### config.mk
export PLATFORM = sky130hd
export DESIGN_NAME = lphd_hash
export DESIGN_NICKNAME = d
export VERILOG_FILES = /design/src/rtl/core/lphd_pkg.sv /design/src/rtl/core/lphd_hash.sv
export SDC_FILE = /design/constraint.sdc
export NUM_CORES = 2
export LEC_CHECK = 0
export ABC_AREA = 1
export BUFFER_PORTS_ARGS = -buffer_cell sky130_fd_sc_hd__buf_2
export CAP_MARGIN = 30
export CORE_UTILIZATION = 42
export DETAILED_ROUTE_END_ITERATION = 8
export GPL_TIMING_DRIVEN = 0
export PLACE_DENSITY_LB_ADDON = 0.12
export RECOVER_POWER = 50
export SLEW_MARGIN = 0
export SYNTH_ARGS = -nofsm -noshare
export SYNTH_HDL_FRONTEND = slang
export SYNTH_SLANG_ARGS = --single-unit
### constraint.sdc
create_clock -name clock -period 11.1 [get_ports clock]
set_input_delay 1.11 -clock clock [delete_from_list [all_inputs] [get_ports clock]]
set_output_delay 1.11 -clock clock [all_outputs]
set_load 0.01 [all_outputs]
### src/rtl/core/lphd_pkg.sv
// Shared types and constants for the linear-probe hash dictionary.
// Used by the hash unit and the top-level controller; depends on nothing.
package lphd_pkg;

   // Field widths
   localparam int KEY_LOW_W  = 64;
   localparam int KEY_HIGH_W = 16;
   localparam int ID_W       = 12;
   localparam int CFG_W      = 4;
   localparam int STATUS_W   = 2;

   // Reset value of the table size register (log2 of slots)
   localparam logic [CFG_W-1:0] TABLE_LG_RESET = 4'd12;

   // Request operation codes
   localparam logic OP_INSERT = 1'b0;
   localparam logic OP_LOOKUP = 1'b1;

   // Response status codes
   localparam logic [STATUS_W-1:0] STATUS_OK        = 2'd0;
   localparam logic [STATUS_W-1:0] STATUS_NOT_FOUND = 2'd1;
   localparam logic [STATUS_W-1:0] STATUS_FULL      = 2'd2;

   // Mix constants
   localparam logic [63:0] MIX_MUL1   = 64'hff51afd7ed558ccd;
   localparam logic [63:0] MIX_MUL2   = 64'hc4ceb9fe1a85ec53;
   localparam int          MIX_SHIFT  = 33;
   localparam int          KEY_ROT    = 17;

   // One table slot as stored in memory
   typedef struct packed {
      logic                  valid;
      logic [ID_W-1:0]       id;
      logic [KEY_HIGH_W-1:0] key_high;
      logic [KEY_LOW_W-1:0]  key_low;
   } lphd_entry_type;

   // Controller states
   typedef enum logic [2:0] {
      ST_CLEAR,
      ST_IDLE,
      ST_HASH,
      ST_CHECK,
      ST_DONE
   } lphd_state_type;

endpackage

### src/rtl/core/lphd_hash.sv
// Multi-cycle 64-bit key mix: xor-shift, multiply, xor-shift, multiply, xor-shift.
// Uses lphd_pkg for mix constants; one shared 32x32 multiplier forms all partial products.
module lphd_hash (
   input  logic                           clock,
   input  logic                           reset,
   input  logic                           start,
   input  logic [lphd_pkg::KEY_LOW_W-1:0]  key_low,
   input  logic [lphd_pkg::KEY_HIGH_W-1:0] key_high,
   output logic                           done,
   output logic [63:0]                    hash
);
   import lphd_pkg::*;

   logic        busy_ff, busy_in;
   logic        done_ff, done_in;
   logic [1:0]  step_ff, step_in;
   logic        round_ff, round_in;
   logic [63:0] v_ff, v_in;
   logic [63:0] acc_ff, acc_in;
   logic [63:0] prod_ff, prod_in;

   logic [63:0] mix_x;
   logic [63:0] mul_c;
   logic [31:0] mul_a;
   logic [31:0] mul_b;
   logic [63:0] mul_res;
   logic [63:0] acc_sum;

   // Fold the high key part in, rotated (its top bits never wrap)
   assign mix_x = key_low ^ (64'(key_high) << KEY_ROT);

   // Pick partial-product operands for this step
   assign mul_c = round_ff ? MIX_MUL2 : MIX_MUL1;
   always_comb begin
      case (step_ff)
         2'd0: begin
            mul_a = v_ff[31:0];
            mul_b = mul_c[31:0];
         end
         2'd1: begin
            mul_a = v_ff[31:0];
            mul_b = mul_c[63:32];
         end
         default: begin
            mul_a = v_ff[63:32];
            mul_b = mul_c[31:0];
         end
      endcase
   end

   assign mul_res = mul_a * mul_b;
   assign acc_sum = acc_ff + {prod_ff[31:0], 32'd0};

   // Sequence: issue low*low, low*high, high*low; accumulate each product from its register
   always_comb begin
      busy_in  = busy_ff;
      done_in  = 1'b0;
      step_in  = step_ff;
      round_in = round_ff;
      v_in     = v_ff;
      acc_in   = acc_ff;
      prod_in  = prod_ff;
      if (start) begin
         busy_in  = 1'b1;
         step_in  = 2'd0;
         round_in = 1'b0;
         v_in     = mix_x ^ (mix_x >> MIX_SHIFT);
      end else if (busy_ff) begin
         prod_in = mul_res;
         step_in = step_ff + 2'd1;
         case (step_ff)
            2'd1: begin
               acc_in = prod_ff;
            end
            2'd2: begin
               acc_in = acc_sum;
            end
            2'd3: begin
               v_in = acc_sum ^ (acc_sum >> MIX_SHIFT);
               if (round_ff) begin
                  busy_in = 1'b0;
                  done_in = 1'b1;
               end else begin
                  round_in = 1'b1;
               end
            end
            default: begin
               acc_in = acc_ff;
            end
         endcase
      end
   end

   always_ff @(posedge clock) begin
      if (reset) begin
         busy_ff <= 1'b0;
         done_ff <= 1'b0;
      end else begin
         busy_ff <= busy_in;
         done_ff <= done_in;
      end
      step_ff  <= step_in;
      round_ff <= round_in;
      v_ff     <= v_in;
      acc_ff   <= acc_in;
      prod_ff  <= prod_in;
   end

   assign done = done_ff;
   assign hash = v_ff;

endmodule

Word level (Yosys, flattened, before mapping)
Index checks and enable logic that the tools add are counted.
{"block": "word_totals", "in_bits": 83, "elab_cells": 41, "output_inout_bits": 65, "register_bits": 197}
{"block": "classes", "mux": 12, "n_addsub": 2, "n_reduce_logical": 10, "eq_ne": 3, "bitwise": 6, "mul": 1}
{"cell": "64-bit two-way mux", "count": 3}
{"cell": "64-bit case mux with 2 select lines", "count": 1}
{"cell": "64-bit by 31-bit bitwise XOR with 64-bit output", "count": 2}
{"cell": "64-bit adder", "count": 1}
{"cell": "32-bit by 32-bit multiplier with 64-bit output", "count": 1}
{"cell": "32-bit two-way mux", "count": 2}
{"cell": "64-bit by 33-bit bitwise XOR with 64-bit output", "count": 1}
{"cell": "62-bit two-way mux", "count": 1}
{"cell": "2-bit AND reduction", "count": 3}
{"cell": "2-bit nonzero test", "count": 3}
{"cell": "1-bit two-way mux", "count": 5}
{"cell": "2-bit equality test (second input constant)", "count": 2}
{"cell": "4-bit OR reduction", "count": 1}
{"cell": "1-bit inverter", "count": 3}
{"cell": "3-bit AND reduction", "count": 1}
{"cell": "2-bit by 1-bit adder with 2-bit output (second input constant)", "count": 1}
{"cell": "2-bit by 1-bit equality test with 1-bit output (second input constant)", "count": 1}
{"cell": "2-bit zero test", "count": 1}
{"cell": "2-bit OR reduction", "count": 1}

Logic depth before layout (Yosys ltp)
{"block": "depth", "depth_word": 5, "ltp_mapped": 41, "ltp_nobuf": 40}

Least setup slack after synthesis
OpenSTA, ideal clock, no wires.
{"block": "synth_timing", "path_type": "reg-to-reg", "from": "register step_ff[1]", "to": "register prod_ff[62], data pin", "synth_period_minus_slack_ps": 7930, "arrival_time_ps": 7678, "setup_time_ps": 252, "stages_incl_launch_ff": 35, "n_path_buf": 5, "required_ps": 10848, "slack_ps": 3170, "path_cell_list": "dfxtp_1 > inv_1 > ha_1 > inv_1 > clkbuf_1 > ha_1 > buf_2 > buf_2 > clkbuf_1 > clkbuf_1 > nand2_1 > fa_1 > inv_1 > fa_1 > inv_1 > fa_1 > fa_1 > inv_1 > fa_1 > fa_1 > fa_1 > inv_1 > fa_1 > inv_1 > ha_1 > a21oi_1 > o21ai_0 > nand2_1 > nand2_1 > a21oi_1 > nor2_1 > nor2_1 > nand2_1 > nand2_1 > nand2_1"}
{"block": "synth_via", "elab_chain_len": 4, "word_cells_on_any_way": 6, "cone_classes": "mul (1); eq/ne (1); mux (2); reduce/logical (2)"}
{"element": "from (decl)", "line": "lphd_hash.sv:16", "rtl": "logic [1:0] step_ff, step_in;"}
{"element": "from (signal assigned)", "line": "lphd_hash.sv:102", "rtl": "step_ff <= step_in;"}
{"element": "2-bit by 1-bit equality test with 1-bit output or 2-bit zero test (tied branches)", "line": "lphd_hash.sv:35", "rtl": "case (step_ff)"}
{"element": "2-bit OR reduction (no source line)"}
{"element": "32-bit two-way mux", "line": "lphd_hash.sv:35"}
{"element": "32-bit by 32-bit multiplier with 64-bit output *", "line": "lphd_hash.sv:51", "rtl": "assign mul_res = mul_a * mul_b;"}
{"element": "named net mul_res[62]", "line": "lphd_hash.sv:26", "rtl": "logic [63:0] mul_res;"}
{"element": "to (signal assigned)", "line": "lphd_hash.sv:106", "rtl": "prod_ff <= prod_in;"}
{"element": "to (decl)", "line": "lphd_hash.sv:20", "rtl": "logic [63:0] prod_ff, prod_in;"}
The timed path passes the listed nets; every way through them passes the cells marked *.
A chain may end at the register's enable or synchronous reset.

Final worst setup path
{"block": "layout_timing", "from": "register step_ff[1]", "to": "register prod_ff[43], data pin"}
Same word-level chain as after synthesis.

==> flow_metrics.tcl <==
set metrics [dict create \
    dr.pass1.iters 7 \
    port_buffers 147 \
    final_cell_area_um2 45400 \
    die_x_um 319 \
    cp-startpoint "step_ff[1]$_SDFFE_PP0P_" \
    hold_end "step_ff[1]$_SDFFE_PP0P_" \
    arrival_ns 10.81 \
    syn_area_um2 42100 \
    cp_max_fo 10 \
    dpl_cell_area_um2 44800 \
    hold_class "flip-flop to flip-flop" \
    drc_errors 0 \
    ctsResizeCount 0 \
    dpl.hpwl_mm 143 \
    worstPathRequired_ns 11.38 \
    row_count 115 \
    final_layout_size_suffix_gt1_frac 0.0557 \
    finalMaxSlewViolations 30 \
    cts_root_buf "clkbuf_16" \
    fin_nets 6474 \
    cts_buffer_depth 3 \
    drv_cap 1 \
    fmax_mhz 95.0 \
    failed_checks "max-capacitance violations, max-slew violations" \
    yosysWarnings 0 \
    synth-edff-count 192 \
    cts_setup_buffers 0 \
    holdBufCountCts 0 \
    drt.antenna.violating_nets 0 \
    synth_nets 6279 \
    track_usage 0.318 \
    yosys-top-cells-area "fa_1 (37%), edfxtp_1 (14%), ha_1 (12%), inv_1 (12%), nand2_1 (8.2%)" \
    clkLatencyLatePin_ns 0.51 \
    reg2reg_from "step_ff[1]$_SDFFE_PP0P_" \
    startpoint_type "flip-flop" \
    relSlewSlack -0.645 \
    cts_buffers 25 \
    hold_violations 0 \
    post-synth-top-area-cell "fa_1" \
    r2r.worst_path.cells 32 \
    cts_sinks 197 \
    layout_min_cycle_time_ns 10.53 \
    fp.dieArea_um2 102000 \
    areaGrowthSynthToFinish_pct 7.82 \
    hold_depth 2 \
    yosysMostFrequentCell "inv_1" \
    utilization 0.460 \
    clk_pin_slew_ns 0.07 \
    netlist.area_leader.share 0.365 \
    grt_max_degree 65 \
    ys_types 49 \
    cts_tree "done" \
    syn_area_per_cell_um2 8.38 \
    synthTopCellsByCount "inv_1 (1326), nand2_1 (921), fa_1 (769), nor2_1 (489), ha_1 (399)" \
    antenna_found_initial 2 \
    r2r-end "prod_ff[43]$_DFFE_PP_" \
    avgViaCountPerCell 5.18 \
    finalSetupViolations 0 \
    end_kind "flip-flop" \
    critPathKind "flip-flop to flip-flop" \
    core_area_um2 98900 \
    worst-slew-pin-transition_ns 2.46 \
    start_util 0.426 \
    htreeDepth 4 \
    synthArstFlopShare 0 \
    grt_pass1_wl_mm 232 \
    regToRegSetupSlack_ns 0.57 \
    tns_ns 0 \
    syn_inst 5028 \
    grt-ovfl-total 0 \
    wire_per_inst_um 24.4 \
    slowest_delay_ns 0.74 \
    critical_path.slowest_cell "clkbuf_1" \
    wirelength_mm 159 \
    gp_congestion 1.02 \
    drtIter0Drc 3084 \
    finalCritPeriodShare 0.949 \
    ios 148 \
    die_h_um 319 \
    ys_ff_latch 197 \
    worstHoldStart "step_ff[1]$_SDFFE_PP0P_" \
    whs_ns 0.501 \
    outcome "complete, but fails checks" \
    rsz0062_at_grt "no" \
    route.vias.total 33800 \
    seq_area_frac_synth 0.139 \
    ys.flop_type "edfxtp_1" \
    clock_skew_ns 0.0194 \
    grt_pass1_vias 34000 \
]
-- sequential cells by signal, summed over array words and instances (netlist names) --
register  cells
busy_ff       1
done          1
round_ff      1
step_ff       2
prod_ff      64
hash         64
acc_ff       64
-- how the worst max path moves through the flow --
stage	end	slack [ns]	depth (start not counted)
floorplan	prod_ff[62]$_DFFE_PP_	3.17	34
global placement	prod_ff[43]$_DFFE_PP_	0.26	31
detailed placement	prod_ff[43]$_DFFE_PP_	0.26	31
CTS	prod_ff[43]$_DFFE_PP_	0.22	31
global route	prod_ff[43]$_DFFE_PP_	0.16	32
finish	prod_ff[43]$_DFFE_PP_	0.57	32
-- kinds of logic (layout without fill, tap and decap cells) --
logic type | after synthesis | in the layout | synth area share
adders and majority gates | 1168 | 1168 | 0.484
xor gates and xnor gates | 138 | 138 | 0.0287
AOI/OAI and AO/OA | 419 | 419 | 0.0570
other | 1 | 4 | 0.0000890
buffers and inverters | 1452 | 1652 | 0.132
DFF | 197 | 197 | 0.139
muxes | 2 | 2 | 0.000475
and+or+nand+nor | 1651 | 1651 | 0.159
-- per-layer routing --
| metal | vias up | routed length, um | global-route usage |
|---|---|---|---|
| li1 | 15400 | - | - |
| met1 | 16800 | 71500 | 0.468 |
| met2 | 1342 | 68300 | 0.473 |
| met3 | 234 | 11900 | 0.0443 |
| met4 | 0 | 7200 | 0.122 |
| met5 | - | 0 | 0 |
-- area by class of cell --
type                       instances  area [um^2]
fill                           10200        53400
multi-input combinational       3379        30700
sequential                       197         5870
inverter                        1361         5110
tap                             1287         1610
timing repair buffer             168          957
clock buffer                      27          633
buffer                            91          442
clock inverter                     5         82.6
antenna                            3         7.51
-- cells in the final DEF (no fill, tap or decap), types with 22 or more instances in the layout --
cell / count
inv_1: 1326
nand2_1: 920
fa_1: 769
nor2_1: 489
ha_1: 399
edfxtp_1: 192
o21ai_0: 175
a21oi_1: 126
clkbuf_1: 118
nand3_1: 118
buf_2: 106
xor2_1: 90
xnor2_1: 48
o21bai_1: 44
or2_2: 36
inv_2: 31
clkbuf_16: 25
o21ai_2: 22
-- critical path: cells and delay by family (launching register included) --
family / cells / cell delay [ns]
simple gates: 5 / 0.82
flops: 1 / 0.38
buf+inv: 14 / 3.08
compound gates: 1 / 0.63
fa+ha+maj: 11 / 5.07
xor+xnor: 1 / 0.31
-- through the flow --
stage / std cells / setup slack [ns]
finish: 6518 / 0.570
global route: 6515 / 0.158
CTS: 6512 / 0.217
detailed placement: 6480 / 0.258
global placement: 6462 / 0.263
floorplan: 5028 / 3.17
Power is left out: the tool's default activity adds up to more than one toggle a clock period on the data nets, which glitch-free logic cannot reach.
